File: config.mk
export PLATFORM = sky130hd
export DESIGN_NAME = bus_wait_state_timing
export DESIGN_NICKNAME = d
export VERILOG_FILES = /design/src/bwst_pkg.sv /design/src/bwst_decode.sv /design/src/bwst_cost.sv /design/src/bus_wait_state_timing.sv
export SDC_FILE = /design/constraint.sdc
export NUM_CORES = 1
export LEC_CHECK = 0
export BUFFER_PORTS_ARGS = -buffer_cell sky130_fd_sc_hd__buf_2
export CAP_MARGIN = 25
export CORE_MARGIN = 1
export CORE_UTILIZATION = 49
export CTS_CLUSTER_SIZE = 30
export DETAILED_ROUTE_END_ITERATION = 16
export PLACE_DENSITY = 0.83
export RECOVER_POWER = 50
export SETUP_SLACK_MARGIN = 0.5
export SLEW_MARGIN = 20
export SYNTH_ARGS = -nofsm -noshare
export SYNTH_HDL_FRONTEND = slang
export SYNTH_SLANG_ARGS = --single-unit
export TNS_END_PERCENT = 100
File: constraint.sdc
create_clock -name clk_i -period 1.9 [get_ports clk_i]
set_input_delay 0.19 -clock clk_i [delete_from_list [all_inputs] [get_ports clk_i]]
set_output_delay 0.19 -clock clk_i [all_outputs]
set_load 0.01 [all_outputs]
File: src/bwst_pkg.sv
// Shared types, codes and wait tables for the bus wait-state timing block.
`timescale 1ns / 1ps
`default_nettype none

package bwst_pkg;

  localparam int unsigned CfgW   = 15;
  localparam int unsigned CostW  = 4;
  localparam int unsigned CycW   = 5;
  localparam int unsigned BoundW = 17;

  localparam logic [CfgW-1:0] WaitCtrlMask = 15'h5FFF;

  localparam logic [1:0] WidthWord = 2'd2;

  typedef enum logic [2:0] {
    RegionOther,
    RegionWram,
    RegionVideo,
    RegionPak,
    RegionSram
  } region_e;

  typedef enum logic [1:0] {
    Window0,
    Window1,
    Window2
  } window_e;

  // Decoded access, carried from the decode stage to the cost stage
  typedef struct packed {
    region_e region;
    window_e window;
    logic    word;
    logic    seq;
    logic    edge_first;
    logic    edge_second;
  } dec_t;

  // First-access and second-access cost of one access
  typedef struct packed {
    logic [CostW-1:0] first;
    logic [CostW-1:0] second;
  } cost_t;

  function automatic logic [CostW-1:0] first_wait(input logic [1:0] idx);
    logic [CostW-1:0] w;
    unique case (idx)
      2'd0:    w = 4'd4;
      2'd1:    w = 4'd3;
      2'd2:    w = 4'd2;
      default: w = 4'd8;
    endcase
    return w;
  endfunction

  function automatic logic [CostW-1:0] second_wait(input window_e win, input logic sel);
    logic [CostW-1:0] w;
    if (sel) begin
      w = 4'd1;
    end else begin
      unique case (win)
        Window0: w = 4'd2;
        Window1: w = 4'd4;
        default: w = 4'd8;
      endcase
    end
    return w;
  endfunction

endpackage

`default_nettype wire

File: src/bwst_decode.sv
// Decode stage: region, cartridge window and 128 KiB boundary flags.
`timescale 1ns / 1ps
`default_nettype none

module bwst_decode
  import bwst_pkg::*;
(
  input  wire logic        clk_i,
  input  wire logic        rst_ni,
  input  wire logic        valid_i,
  input  wire logic [31:0] address_i,
  input  wire logic [1:0]  width_code_i,
  input  wire logic        is_sequential_i,
  output logic             valid_o,
  output dec_t             dec_o
);

  logic              valid_q;
  dec_t              dec_d, dec_q;
  logic [BoundW-1:0] base_lo;
  logic [BoundW-1:0] next_lo;
  logic              word;

  assign word = (width_code_i == WidthWord);

  always_comb begin
    base_lo = word ? {address_i[BoundW-1:2], 2'b00} : {address_i[BoundW-1:1], 1'b0};
    next_lo = base_lo + BoundW'(2);

    dec_d.word        = word;
    dec_d.seq         = is_sequential_i;
    dec_d.edge_first  = (base_lo == '0);
    dec_d.edge_second = (next_lo == '0);
    dec_d.window      = Window0;

    unique case (address_i[31:24])
      8'h02:         dec_d.region = RegionWram;
      8'h05, 8'h06:  dec_d.region = RegionVideo;
      8'h08, 8'h09:  dec_d.region = RegionPak;
      8'h0A, 8'h0B: begin
        dec_d.region = RegionPak;
        dec_d.window = Window1;
      end
      8'h0C, 8'h0D: begin
        dec_d.region = RegionPak;
        dec_d.window = Window2;
      end
      8'h0E, 8'h0F:  dec_d.region = RegionSram;
      default:       dec_d.region = RegionOther;
    endcase
  end

  always_ff @(posedge clk_i or negedge rst_ni) begin
    if (!rst_ni) begin
      valid_q <= 1'b0;
    end else begin
      valid_q <= valid_i;
    end
  end

  always_ff @(posedge clk_i) begin
    if (valid_i) begin
      dec_q <= dec_d;
    end
  end

  assign valid_o = valid_q;
  assign dec_o   = dec_q;

endmodule

`default_nettype wire

File: src/bwst_cost.sv
// Cost stage: look up first and second access costs from the wait control word.
`timescale 1ns / 1ps
`default_nettype none

module bwst_cost
  import bwst_pkg::*;
(
  input  wire logic            clk_i,
  input  wire logic            rst_ni,
  input  wire logic            valid_i,
  input  wire dec_t            dec_i,
  input  wire logic [CfgW-1:0] wait_ctrl_i,
  output logic                 valid_o,
  output cost_t                cost_o
);

  logic             valid_q;
  cost_t            cost_d, cost_q;
  logic [1:0]       first_sel;
  logic             second_sel;
  logic [CostW-1:0] n_cost;
  logic [CostW-1:0] s_cost;

  always_comb begin
    unique case (dec_i.window)
      Window0: begin
        first_sel  = wait_ctrl_i[3:2];
        second_sel = wait_ctrl_i[4];
      end
      Window1: begin
        first_sel  = wait_ctrl_i[6:5];
        second_sel = wait_ctrl_i[7];
      end
      default: begin
        first_sel  = wait_ctrl_i[9:8];
        second_sel = wait_ctrl_i[10];
      end
    endcase
    n_cost = CostW'(1) + first_wait(first_sel);
    s_cost = CostW'(1) + second_wait(dec_i.window, second_sel);
  end

  always_comb begin
    cost_d.second = '0;
    unique case (dec_i.region)
      RegionWram: cost_d.first = dec_i.word ? 4'd6 : 4'd3;
      RegionVideo: cost_d.first = dec_i.word ? 4'd2 : 4'd1;
      RegionPak: begin
        // A boundary forces the beat to be non-sequential
        cost_d.first = (dec_i.seq && !dec_i.edge_first) ? s_cost : n_cost;
        if (dec_i.word) begin
          cost_d.second = dec_i.edge_second ? n_cost : s_cost;
        end
      end
      RegionSram: cost_d.first = CostW'(1) + first_wait(wait_ctrl_i[1:0]);
      default:    cost_d.first = 4'd1;
    endcase
  end

  always_ff @(posedge clk_i or negedge rst_ni) begin
    if (!rst_ni) begin
      valid_q <= 1'b0;
    end else begin
      valid_q <= valid_i;
    end
  end

  always_ff @(posedge clk_i) begin
    if (valid_i) begin
      cost_q <= cost_d;
    end
  end

  assign valid_o = valid_q;
  assign cost_o  = cost_q;

endmodule

`default_nettype wire

File: src/bus_wait_state_timing.sv
// Top level of the bus wait-state timing block: config register and sum stage.
//
// Usage: drive address_i, width_code_i and is_sequential_i with start high for
// one cycle per access. busy stays low, so an access may be issued in every
// cycle. Each access yields exactly one beat on cycles_o, marked by done_o
// for a single cycle, once it has passed the registered stages in order: decode,
// cost lookup, then the final add of the two halfword costs.
// Throughput is one access per cycle; the three register stages set the
// latency.
// Write the wait control word through cfg_we_i / cfg_wdata_i while no access
// is in flight; bits outside 0x5FFF are dropped.
// Reset clears the control word to zero and empties the pipeline. The
// receiver cannot stall: results are presented once and must be taken.
`timescale 1ns / 1ps
`default_nettype none

module bus_wait_state_timing
  import bwst_pkg::*;
(
  input  wire logic            clk_i,
  input  wire logic            rst_ni,
  input  wire logic            start,
  output logic                 busy,
  input  wire logic            cfg_we_i,
  input  wire logic [CfgW-1:0] cfg_wdata_i,
  input  wire logic [31:0]     address_i,
  input  wire logic [1:0]      width_code_i,
  input  wire logic            is_sequential_i,
  output logic [CycW-1:0]      cycles_o,
  output logic                 done_o
);

  logic [CfgW-1:0] wait_ctrl_q;
  logic            dec_valid;
  dec_t            dec;
  logic            cost_valid;
  cost_t           cost;
  logic            done_q;
  logic [CycW-1:0] cycles_d, cycles_q;

  assign busy = 1'b0;

  always_ff @(posedge clk_i or negedge rst_ni) begin
    if (!rst_ni) begin
      wait_ctrl_q <= '0;
    end else if (cfg_we_i) begin
      wait_ctrl_q <= cfg_wdata_i & WaitCtrlMask;
    end
  end

  bwst_decode u_decode (
    .clk_i           (clk_i),
    .rst_ni          (rst_ni),
    .valid_i         (start & ~busy),
    .address_i       (address_i),
    .width_code_i    (width_code_i),
    .is_sequential_i (is_sequential_i),
    .valid_o         (dec_valid),
    .dec_o           (dec)
  );

  bwst_cost u_cost (
    .clk_i       (clk_i),
    .rst_ni      (rst_ni),
    .valid_i     (dec_valid),
    .dec_i       (dec),
    .wait_ctrl_i (wait_ctrl_q),
    .valid_o     (cost_valid),
    .cost_o      (cost)
  );

  assign cycles_d = CycW'(cost.first) + CycW'(cost.second);

  always_ff @(posedge clk_i or negedge rst_ni) begin
    if (!rst_ni) begin
      done_q <= 1'b0;
    end else begin
      done_q <= cost_valid;
    end
  end

  always_ff @(posedge clk_i) begin
    if (cost_valid) begin
      cycles_q <= cycles_d;
    end
  end

  assign done_o   = done_q;
  assign cycles_o = cycles_q;

endmodule

`default_nettype wire
==> flow_summary.html, run 1 <==
<table>
<tr><th>Metric</th><th>Value</th></tr>
<tr><th colspan="2">Timing</th></tr>
<tr><td>TNS Setup</td><td>0 ps</td></tr>
<tr><td>Maximum frequency from static timing analysis</td><td>0.634 GHz</td></tr>
<tr><td>Period minus WS final</td><td>1580 ps</td></tr>
<tr><td>Share of the clock period used by the worst path</td><td>0.830</td></tr>
<tr><td>Final-report hold violation count</td><td>0</td></tr>
<tr><td>Worst clock skew on the final layout</td><td>7.95 ps</td></tr>
<tr><td>Transition time at the pin with the least slew margin</td><td>714 ps</td></tr>
<tr><td>Worst-case hold slack</td><td>41.1 ps</td></tr>
<tr><td>Setup repair after global routing missed its margin</td><td>yes</td></tr>
<tr><td>Max Slew Vio Count</td><td>0</td></tr>
<tr><td>Final setup fails</td><td>0</td></tr>
<tr><td>Max-slew headroom</td><td>0.524</td></tr>
<tr><th colspan="2">Power and ir drop</th></tr>
<tr><td>Total internal power</td><td>1.30 mW</td></tr>
<tr><td>Proportion of power drawn by the clock network</td><td>0.288</td></tr>
<tr><td>Reported net switching power</td><td>0.412 mW</td></tr>
<tr><td>Cell leakage power</td><td>0.923 nW</td></tr>
<tr><td>Portion of total power attributed to combinational logic</td><td>0.162</td></tr>
<tr><td>Sequential group share of total power</td><td>0.550</td></tr>
<tr><td>Switching share of power</td><td>0.241</td></tr>
<tr><td>Total power divided by cell area</td><td>760 nW/um^2</td></tr>
<tr><td>Peak ir drop on the vdd network</td><td>0.462 mV</td></tr>
<tr><th colspan="2">Worst setup path</th></tr>
<tr><td>Data arrival at the endpoint of the critical path</td><td>1670 ps</td></tr>
<tr><td>Crit path max fanout</td><td>5</td></tr>
<tr><td>Startpoint Class</td><td>register</td></tr>
<tr><td>Crit Path Category</td><td>reg -&gt; reg</td></tr>
<tr><td>CP Capture Type</td><td>register</td></tr>
<tr><td>Endpoint required time on the critical path</td><td>2000 ps</td></tr>
<tr><th colspan="2">Final layout</th></tr>
<tr><td>Number of nets in the layout</td><td>265</td></tr>
<tr><td>Register cell area after layout</td><td>1010 um^2</td></tr>
<tr><td>Post-Layout Cell Count</td><td>253</td></tr>
<tr><td>Antenna Diode Count</td><td>0</td></tr>
<tr><td>Fraction of layout cells with a size suffix above 1</td><td>0.420</td></tr>
<tr><td>Final-layout fill cell count</td><td>271</td></tr>
<tr><td>Layout area overhead</td><td>26.0%</td></tr>
<tr><td>Area of the multi-input gates</td><td>772 um^2</td></tr>
<tr><td>Share of the core filled with cells</td><td>0.660</td></tr>
<tr><td>Final non-filler cell area</td><td>2250 um^2</td></tr>
<tr><th colspan="2">Die</th></tr>
<tr><td>Effective utilization at floorplan</td><td>0.523</td></tr>
<tr><td>Core area</td><td>3420 um^2</td></tr>
<tr><td>Chip width</td><td>62.4 um</td></tr>
<tr><td>Number of cell rows</td><td>21</td></tr>
<tr><td>Count of pins on the block boundary</td><td>61</td></tr>
<tr><td>Vert. Die Dim</td><td>62.4 um</td></tr>
<tr><td>DIE AREA</td><td>3890 um^2</td></tr>
<tr><th colspan="2">Detailed routing</th></tr>
<tr><td>DRC violation count after routing</td><td>0</td></tr>
<tr><td>Average routed wire per standard cell</td><td>13.2 um</td></tr>
<tr><td>Number of vias in the routed layout</td><td>1,370</td></tr>
<tr><td>Number of detailed-routing iterations run before antenna repair</td><td>4</td></tr>
<tr><td>First DRT Iteration DRCs</td><td>27</td></tr>
<tr><td>Average via count per standard cell</td><td>5.42</td></tr>
<tr><td>Routed wire length</td><td>3350 um</td></tr>
<tr><td>Remaining antenna violation count</td><td>0</td></tr>
<tr><th colspan="2">Clock network</th></tr>
<tr><td>Clock latency on the worst-skew pair</td><td>330 ps</td></tr>
<tr><td>Number of clock buffers inserted by TritonCTS</td><td>5</td></tr>
<tr><td>Max H-tree Level</td><td>2</td></tr>
<tr><td>CTS tree</td><td>built</td></tr>
<tr><td>Bufs on Longest Clock Path</td><td>2</td></tr>
<tr><td>Register clock-pin slew on the reported worst setup and hold paths</td><td>110 ps</td></tr>
<tr><td>Clock Sinks</td><td>36</td></tr>
<tr><td>Clk Tree Root Cell</td><td>sky130_fd_sc_hd__clkbuf_4</td></tr>
<tr><th colspan="2">Synthesis</th></tr>
<tr><td>Cell variety after synth</td><td>40</td></tr>
<tr><td>Syn_nets</td><td>204</td></tr>
<tr><td>Post-synthesis sequential area ratio</td><td>0.565</td></tr>
<tr><td>Register bit total from synthesis</td><td>36</td></tr>
<tr><td>Mean instance size in the synthesized netlist</td><td>12.3 um^2</td></tr>
<tr><td>Netlist area before placement</td><td>1790 um^2</td></tr>
<tr><td>Fraction of post-synthesis cell area in the top cell type by area</td><td>0.369</td></tr>
<tr><td>Dominant register cell in the synthesized netlist</td><td>sky130_fd_sc_hd__edfxtp_1</td></tr>
<tr><td>Number of instances in the synthesized netlist</td><td>145</td></tr>
<tr><td>Cell type with the highest aggregate area in the netlist</td><td>sky130_fd_sc_hd__edfxtp_1</td></tr>
<tr><td>Area contributors post-synth</td><td>sky130_fd_sc_hd__edfxtp_1 37%, sky130_fd_sc_hd__dfrtp_1 20%, sky130_fd_sc_hd__mux2_2 7.6%</td></tr>
<tr><td>Commonest cells in the netlist</td><td>22 x sky130_fd_sc_hd__edfxtp_1, 14 x sky130_fd_sc_hd__dfrtp_1, 12 x sky130_fd_sc_hd__mux2_2</td></tr>
<tr><td>Proportion of synthesized flip-flops having asynchronous set or reset</td><td>0.389</td></tr>
<tr><td>Synthesis warning total</td><td>0</td></tr>
<tr><td>Number of enable flip-flop cells after synthesis</td><td>22</td></tr>
<tr><td>Library cell with the highest instance count after synthesis</td><td>sky130_fd_sc_hd__edfxtp_1</td></tr>
<tr><th colspan="2">Placed design</th></tr>
<tr><td>Post-detailed-placement half-perimeter wirelength</td><td>2470 um</td></tr>
<tr><td># placed instances</td><td>234</td></tr>
<tr><td>Final RePlAce weighted congestion</td><td>1.00</td></tr>
<tr><td>Standard cell area after detailed placement</td><td>2060 um^2</td></tr>
<tr><td>Buffers on Ports</td><td>47</td></tr>
<tr><th colspan="2">Global routing</th></tr>
<tr><td>Aggregate global-route resource usage</td><td>0.184</td></tr>
<tr><td>Number of antenna violations at the first check in global routing</td><td>0</td></tr>
<tr><td>Remaining global-route overflow</td><td>0</td></tr>
<tr><td>Via count of the first global-routing pass</td><td>1,381</td></tr>
<tr><td>Pin count of the biggest net entering global routing</td><td>15</td></tr>
<tr><td>Wire length of the first global-routing pass</td><td>5580 um</td></tr>
<tr><th colspan="2">Job</th></tr>
<tr><td># Max-Cap Violations</td><td>0</td></tr>
<tr><th colspan="2">Min path</th></tr>
<tr><td>Worst hold path type</td><td>in -&gt; reg</td></tr>
<tr><th colspan="2">Status</th></tr>
<tr><td>Result of the run</td><td>finished, final reports clean</td></tr>
</table>
sequential cells by signal (all words and copies together), names as in the netlist:
name,count
wait_ctrl_q,11
u_cost.valid_o,1
cycles_o,5
u_decode.dec_o,9
u_decode.valid_o,1
u_cost.cost_o,8
done_o,1
cell type report:
class,count,area share
Timing Repair Buffer,58,0.141
Sequential cell,36,0.449
Multi-Input combinational cell,101,0.343
Clock inverter,1,0.00167
Clock buffer,7,0.0339
Tap cell,46,0.0255
Inverter,4,0.00666
per-layer routing:
metal	track usage	vias to the layer above	part of all wire
li1	-	672	-
met3	0.0511	10	0.052
met2	0.332	52	0.53
met4	0.0814	0	0.024
met1	0.201	636	0.39
met5	0	-	0
worst paths after layout:
kind / slack (ps) / from / cells past startpoint / endpoint
min in group asynchronous: 410 / rst_ni / 2 / done_o$_DFF_PN0_
max in group asynchronous: 1030 / rst_ni / 2 / u_decode.valid_o$_DFF_PN0_
worst max register to register: 320 / u_decode.dec_o[4]$_DFFE_PP_ / 4 / u_cost.cost_o[7]$_DFFE_PP_
worst min register to register: 530 / wait_ctrl_q[10]$_DFFE_PN0P_ / 1 / wait_ctrl_q[10]$_DFFE_PN0P_
worst max-delay path: 320 / u_decode.dec_o[4]$_DFFE_PP_ / 4 / u_cost.cost_o[7]$_DFFE_PP_
worst min-delay path: 40 / is_sequential_i / 1 / u_decode.dec_o[2]$_DFFE_PP_
repair_timing:
action / 4_1_cts / 5_1_grt
gates resized for setup: 6 / 5
setup endpoints to repair: 8 / 10
pin swaps: 5 / 2
setup buffers: 9 / 1
hold buffers: 1 / 0
cloned: 0 / 0
endpoints found under the hold margin: 14 / 0
power by group through the flow:
stage / Sequential [mW] / Clock, mW / Combinational, mW
2_1_floorplan: 0.955 / 0 / 0.140
3_5_place_dp: 0.963 / 0 / 0.230
3_3_place_gp: 0.960 / 0 / 0.218
6_report: 0.943 / 0.493 / 0.277
4_1_cts: 0.943 / 0.505 / 0.267
5_1_grt: 0.950 / 0.536 / 0.305
through the flow:
stage	power, mW	worst slack (ps)
floorplan	1.09	410
global placement	1.18	325
detailed placement	1.19	304
CTS	1.71	347
global route	1.79	255
finish	1.71	323
kinds of logic after synthesis:
| logic type | after synthesis | share of synthesized area |
|---|---|---|
| and+or+nand+nor | 52 | 0.171 |
| DFF | 36 | 0.565 |
| AOI/OAI and AO/OA | 27 | 0.0959 |
| muxes | 14 | 0.0938 |
| buffers and inverters | 8 | 0.0224 |
| adders and majority gates | 5 | 0.0392 |
| xor gates and xnor gates | 2 | 0.00980 |
| other | 1 | 0.00210 |
cells in the final DEF, fill, tap and decap left out, types with 2 or more instances in the layout:
cell / n
sky130_fd_sc_hd__clkbuf_1: 2
sky130_fd_sc_hd__mux2_2: 11
sky130_fd_sc_hd__nor2b_1: 4
sky130_fd_sc_hd__nand2_1: 9
sky130_fd_sc_hd__or4_1: 2
sky130_fd_sc_hd__buf_4: 10
sky130_fd_sc_hd__o21ai_0: 2
sky130_fd_sc_hd__xnor2_1: 2
sky130_fd_sc_hd__and2b_1: 3
sky130_fd_sc_hd__o21ai_2: 2
sky130_fd_sc_hd__clkbuf_4: 5
sky130_fd_sc_hd__nor3_1: 4
sky130_fd_sc_hd__edfxtp_1: 22
sky130_fd_sc_hd__nand4_1: 3
sky130_fd_sc_hd__buf_2: 45
sky130_fd_sc_hd__nand2b_1: 3
sky130_fd_sc_hd__nor3b_1: 3
sky130_fd_sc_hd__and4_1: 2
sky130_fd_sc_hd__dfrtp_1: 14
sky130_fd_sc_hd__nor4_1: 7
sky130_fd_sc_hd__ha_1: 3
sky130_fd_sc_hd__inv_1: 3
sky130_fd_sc_hd__a211oi_2: 2
sky130_fd_sc_hd__o31ai_1: 3
sky130_fd_sc_hd__nor2_1: 6
sky130_fd_sc_hd__o21ai_1: 2
sky130_fd_sc_hd__a21oi_1: 7
worst max-delay path, cell delays in order (launching register included):
cell,delay (ps)
sky130_fd_sc_hd__edfxtp_1,510
sky130_fd_sc_hd__mux2_4,350
sky130_fd_sc_hd__mux2i_4,190
sky130_fd_sc_hd__o31ai_1,100
sky130_fd_sc_hd__a22o_1,200
Power figures use the tool's default switching activity.
==> inputs of run 2 (changes only) <==
--- a/config.mk
+++ b/config.mk
@@ -5,13 +5,14 @@
 export SDC_FILE = /design/constraint.sdc
 export NUM_CORES = 1
 export LEC_CHECK = 0
+export ABC_AREA = 1
 export BUFFER_PORTS_ARGS = -buffer_cell sky130_fd_sc_hd__buf_2
 export CAP_MARGIN = 25
 export CORE_MARGIN = 1
-export CORE_UTILIZATION = 49
+export CORE_UTILIZATION = 50
 export CTS_CLUSTER_SIZE = 30
 export DETAILED_ROUTE_END_ITERATION = 16
-export PLACE_DENSITY = 0.83
+export PLACE_DENSITY = 0.82
 export RECOVER_POWER = 50
 export SETUP_SLACK_MARGIN = 0.5
 export SLEW_MARGIN = 20
==> constraint.sdc (replaced) <==
create_clock -name clk_i -period 1.58 [get_ports clk_i]
set_input_delay 0.158 -clock clk_i [delete_from_list [all_inputs] [get_ports clk_i]]
set_output_delay 0.158 -clock clk_i [all_outputs]
set_load 0.01 [all_outputs]
==> run 2 against run 1 <==
Core utilization up 0.47 points. Register-to-register slack lost 170 ps. Synthesized cell count grew 72%. Via count up 33%. Total power is 53% higher. Worst hold slack gained 6.5 ps. Non-clock buffer count shrank 7. Clock power is 130% higher. Wire length increased by 22%. Global-route usage grew 1.8 points. Area after synthesis rose by 17%. Critical path type unchanged. Critical endpoint is now u_cost.cost_o[6]$_DFFE_PP_. Largest power group unchanged.
==> flow_summary.html, run 2 <==
<table>
<tr><th>Metric</th><th>Value</th></tr>
<tr><th colspan="2">Global routing</th></tr>
<tr><td>GR Layer Usage met2</td><td>0.374 (+0.0422)</td></tr>
<tr><td>Number of antenna violations at the first check in global routing</td><td>0 (unchanged)</td></tr>
<tr><td>Met3 usage in global routing</td><td>0.0411 (-0.0100)</td></tr>
<tr><td>Remaining global-route overflow</td><td>0 (unchanged)</td></tr>
<tr><td>Via count of the first global-routing pass</td><td>1,696 (+23%)</td></tr>
<tr><td>Global route hottest layer</td><td>met2</td></tr>
<tr><td>Pin count of the biggest net entering global routing</td><td>19 (+4)</td></tr>
<tr><td>Aggregate global-route resource usage</td><td>0.202 (+0.0178)</td></tr>
<tr><td>Wire length of the first global-routing pass</td><td>6780 um (+22%)</td></tr>
<tr><td>Global-route met1 utilization</td><td>0.228 (+0.0272)</td></tr>
<tr><th colspan="2">Synthesis</th></tr>
<tr><td>Library cell with the highest instance count after synthesis</td><td>sky130_fd_sc_hd__nand2_1</td></tr>
<tr><td>Number of enable flip-flop cells after synthesis</td><td>22 (unchanged)</td></tr>
<tr><td>Syn_nets</td><td>308 (+51%)</td></tr>
<tr><td>Area contributors post-synth</td><td>sky130_fd_sc_hd__edfxtp_1 32%, sky130_fd_sc_hd__dfrtp_1 17%, sky130_fd_sc_hd__nand2_1 9.9%</td></tr>
<tr><td>Cell type with the highest aggregate area in the netlist</td><td>sky130_fd_sc_hd__edfxtp_1</td></tr>
<tr><td>Synthesis warning total</td><td>0 (unchanged)</td></tr>
<tr><td>Netlist area before placement</td><td>2090 um^2 (+17%)</td></tr>
<tr><td>Mean instance size in the synthesized netlist</td><td>8.41 um^2 (-32%)</td></tr>
<tr><td>Dominant register cell in the synthesized netlist</td><td>sky130_fd_sc_hd__edfxtp_1</td></tr>
<tr><td>Commonest cells in the netlist</td><td>55 x sky130_fd_sc_hd__nand2_1, 37 x sky130_fd_sc_hd__inv_1, 22 x sky130_fd_sc_hd__edfxtp_1</td></tr>
<tr><td>Post-synthesis sequential area ratio</td><td>0.483 (-0.0825)</td></tr>
<tr><td>Number of instances in the synthesized netlist</td><td>249 (+72%)</td></tr>
<tr><td>Proportion of synthesized flip-flops having asynchronous set or reset</td><td>0.389 (unchanged)</td></tr>
<tr><td>Cell variety after synth</td><td>34 (-15%)</td></tr>
<tr><td>Fraction of post-synthesis cell area in the top cell type by area</td><td>0.316 (-0.0539)</td></tr>
<tr><td>Register bit total from synthesis</td><td>36 (unchanged)</td></tr>
<tr><th colspan="2">Detailed routing</th></tr>
<tr><td>Number of vias in the routed layout</td><td>1,817 (+33%)</td></tr>
<tr><td>Remaining antenna violation count</td><td>0 (unchanged)</td></tr>
<tr><td>Routed wire length</td><td>4070 um (+22%)</td></tr>
<tr><td>Average via count per standard cell</td><td>5.12 (-5.5%)</td></tr>
<tr><td>DRC violation count after routing</td><td>0 (unchanged)</td></tr>
<tr><td>Number of detailed-routing iterations run before antenna repair</td><td>6 (+2)</td></tr>
<tr><td>Average routed wire per standard cell</td><td>11.5 um (-13%)</td></tr>
<tr><td>First DRT Iteration DRCs</td><td>95 (+250%)</td></tr>
<tr><th colspan="2">Clock network</th></tr>
<tr><td>Clk Tree Root Cell</td><td>sky130_fd_sc_hd__clkbuf_8</td></tr>
<tr><td>Clock latency on the worst-skew pair</td><td>290 ps (-40 ps)</td></tr>
<tr><td>Number of clock buffers inserted by TritonCTS</td><td>5 (unchanged)</td></tr>
<tr><td>Register clock-pin slew on the reported worst setup and hold paths</td><td>80 ps (-30 ps)</td></tr>
<tr><td>Max H-tree Level</td><td>2 (unchanged)</td></tr>
<tr><td>CTS tree</td><td>built</td></tr>
<tr><td>Bufs on Longest Clock Path</td><td>2 (unchanged)</td></tr>
<tr><td>Clock Sinks</td><td>36 (unchanged)</td></tr>
<tr><th colspan="2">Timing</th></tr>
<tr><td>Final setup fails</td><td>0 (unchanged)</td></tr>
<tr><td>Max Slew Vio Count</td><td>0 (unchanged)</td></tr>
<tr><td>Worst clock skew on the final layout</td><td>9.30 ps (+1.35 ps)</td></tr>
<tr><td>TNS Setup</td><td>0 ps (unchanged)</td></tr>
<tr><td>Share of the clock period used by the worst path</td><td>0.905 (+0.0753)</td></tr>
<tr><td>Setup repair after global routing missed its margin</td><td>yes</td></tr>
<tr><td>Final-report hold violation count</td><td>0 (unchanged)</td></tr>
<tr><td>Maximum frequency from static timing analysis</td><td>0.699 GHz (+10%)</td></tr>
<tr><td>Transition time at the pin with the least slew margin</td><td>780 ps (+66.9 ps)</td></tr>
<tr><td>Max-slew headroom</td><td>0.480 (-0.0446)</td></tr>
<tr><td>Worst-case hold slack</td><td>47.6 ps (+6.48 ps)</td></tr>
<tr><td>Period minus WS final</td><td>1430 ps (-147 ps)</td></tr>
<tr><th colspan="2">Final layout</th></tr>
<tr><td>Final non-filler cell area</td><td>2660 um^2 (+18%)</td></tr>
<tr><td>Most flops, register</td><td>wait_ctrl_q</td></tr>
<tr><td>Number of nets in the layout</td><td>363 (+37%)</td></tr>
<tr><td>Antenna Diode Count</td><td>0 (unchanged)</td></tr>
<tr><td>Final-layout fill cell count</td><td>327 (+21%)</td></tr>
<tr><td>Post-Layout Cell Count</td><td>355 (+40%)</td></tr>
<tr><td>Area of the multi-input gates</td><td>1010 um^2 (+31%)</td></tr>
<tr><td>Fraction of layout cells with a size suffix above 1</td><td>0.295 (-0.125)</td></tr>
<tr><td>Most frequent cells in the layout</td><td>55 x sky130_fd_sc_hd__nand2_1, 45 x sky130_fd_sc_hd__buf_2, 35 x sky130_fd_sc_hd__inv_1, 22 x sky130_fd_sc_hd__edfxtp_1, 18 x sky130_fd_sc_hd__nor2_1</td></tr>
<tr><td>Layout area overhead</td><td>27.0%</td></tr>
<tr><td>Most frequent standard cell in the layout excluding fill and tap cells</td><td>sky130_fd_sc_hd__nand2_1</td></tr>
<tr><td>Register cell area after layout</td><td>1010 um^2 (unchanged)</td></tr>
<tr><td>Max reg flops</td><td>11 (unchanged)</td></tr>
<tr><th colspan="2">Min path</th></tr>
<tr><td>Worst Min Path Start</td><td>is_sequential_i</td></tr>
<tr><td>Worst hold path type</td><td>in -&gt; reg</td></tr>
<tr><th colspan="2">Placed design</th></tr>
<tr><td># placed instances</td><td>343 (+47%)</td></tr>
<tr><td>Post-detailed-placement half-perimeter wirelength</td><td>3200 um (+29%)</td></tr>
<tr><td>Standard cell area after detailed placement</td><td>2410 um^2 (+17%)</td></tr>
<tr><td>Final RePlAce weighted congestion</td><td>0.866 (-14%)</td></tr>
<tr><td>Buffers on Ports</td><td>47 (unchanged)</td></tr>
<tr><th colspan="2">Die</th></tr>
<tr><td>Chip width</td><td>66.7 um (+6.9%)</td></tr>
<tr><td>Effective utilization at floorplan</td><td>0.523 (about the same)</td></tr>
<tr><td>Vert. Die Dim</td><td>66.7 um (+6.9%)</td></tr>
<tr><td>Core area</td><td>4000 um^2 (+17%)</td></tr>
<tr><td>DIE AREA</td><td>4450 um^2 (+14%)</td></tr>
<tr><td>Count of pins on the block boundary</td><td>61 (unchanged)</td></tr>
<tr><td>Number of cell rows</td><td>23 (+9.5%)</td></tr>
<tr><th colspan="2">Power and ir drop</th></tr>
<tr><td>Overall power after layout</td><td>2.63 mW (+53%)</td></tr>
<tr><td>Cell leakage power</td><td>1.21 nW (+31%)</td></tr>
<tr><td>Peak ir drop on the vdd network</td><td>0.475 mV (+2.9%)</td></tr>
<tr><td>Total power divided by cell area</td><td>988 nW/um^2 (+30%)</td></tr>
<tr><th colspan="2">Worst setup path</th></tr>
<tr><td>Data arrival at the endpoint of the critical path</td><td>1460 ps (-210 ps)</td></tr>
<tr><td>Crit Path Category</td><td>reg -&gt; reg</td></tr>
<tr><td>CP Capture Type</td><td>register</td></tr>
<tr><td>Endpoint required time on the critical path</td><td>1610 ps (-390 ps)</td></tr>
<tr><td>Critical register-to-register path startpoint</td><td>u_decode.dec_o[4]$_DFFE_PP_</td></tr>
<tr><td>Crit path max fanout</td><td>3 (-2)</td></tr>
<tr><td>Source of the critical timing path</td><td>u_decode.dec_o[4]$_DFFE_PP_</td></tr>
<tr><td>Startpoint Class</td><td>register</td></tr>
<tr><th colspan="2">Job</th></tr>
<tr><td># Max-Cap Violations</td><td>0 (unchanged)</td></tr>
<tr><th colspan="2">Status</th></tr>
<tr><td>Result of the run</td><td>finished, final reports clean</td></tr>
</table>
[run 2: cell count changes in the layout (fill, tap and decap cells not counted), moves of 4 or more]
cell | previous run | this run
sky130_fd_sc_hd__o21ai_0 | 2 | 13
sky130_fd_sc_hd__clkbuf_4 | 5 | 0
sky130_fd_sc_hd__inv_1 | 3 | 35
sky130_fd_sc_hd__nor2_1 | 6 | 18
sky130_fd_sc_hd__mux2_2 | 11 | 4
sky130_fd_sc_hd__nor2b_1 | 4 | 0
sky130_fd_sc_hd__nand4_1 | 3 | 7
sky130_fd_sc_hd__clkbuf_8 | 1 | 5
sky130_fd_sc_hd__nor4_1 | 7 | 2
sky130_fd_sc_hd__nor3_1 | 4 | 8
sky130_fd_sc_hd__buf_4 | 10 | 3
sky130_fd_sc_hd__nand2_1 | 9 | 55
sky130_fd_sc_hd__nand3_1 | 1 | 13
[run 2: layout make-up]
class                           instances  share of cell area
Tap cell                               50              0.0235
Multi-Input combinational cell        171               0.381
Clock inverter                          3              0.0339
Inverter                               39              0.0551
Clock buffer                            5              0.0259
Sequential cell                        36               0.380
Timing Repair Buffer                   51              0.0998
[run 2: metrics by stage]
step	worst slack (ps)	util
2_1_floorplan	306	-
3_3_place_gp	201	0.602
3_5_place_dp	167	0.602
4_1_cts	176	0.653
5_1_grt	44.9	0.664
6_report	150	0.664
[run 2: path summary, 6_finish.rpt]
kind | cells past startpoint | slack [ps] | end
hold / removal | 1 | 50 | u_decode.dec_o[2]$_DFFE_PP_
max in group asynchronous | 2 | 630 | wait_ctrl_q[9]$_DFFE_PN0P_
min in group asynchronous | 2 | 460 | u_cost.valid_o$_DFF_PN0_
setup / recovery | 6 | 150 | u_cost.cost_o[6]$_DFFE_PP_
hold reg to reg | 1 | 510 | wait_ctrl_q[3]$_DFFE_PN0P_
setup reg to reg | 6 | 150 | u_cost.cost_o[6]$_DFFE_PP_
[run 2: routing by layer]
metal	up-vias	routed length (um)	share of wire
met1	820	1740	0.43
met3	7	158	0.039
met5	-	0	0
met4	0	42	0.010
li1	938	-	-
met2	52	2140	0.52
[run 2: cells by family after synthesis]
kind of cell,share of synthesized area
simple gates,0.268
xor+xnor,0.0167
mux,0.0215
other cells,0.00179
compound gates,0.0974
flops,0.483
buf+inv,0.0777
fa+ha+maj,0.0335
[run 2: repair_timing]
item,CTS,global route
hold endpoints to repair,14,0
pin swaps,4,2
gates resized for setup,5,10
setup endpoints to repair,12,13
hold buffers,1,0
setup buffers,2,1
[run 2: power by group]
part	internal (mW)	switching, mW	leakage [nW]	total, mW
Clock	0.789	0.320	0.0784	1.11
Sequential	1.09	0.0448	0.383	1.13
Combinational	0.163	0.223	0.748	0.386
Total	2.04	0.588	1.21	2.63
[run 2: critical path, cell delays in order (launching register included)]
cell and delay (ps):
sky130_fd_sc_hd__edfxtp_1 470, sky130_fd_sc_hd__nor2_2 160, sky130_fd_sc_hd__nand2_1 110, sky130_fd_sc_hd__o21ai_4 80, sky130_fd_sc_hd__a21oi_1 80, sky130_fd_sc_hd__o21ai_1 150, sky130_fd_sc_hd__o221ai_1 130
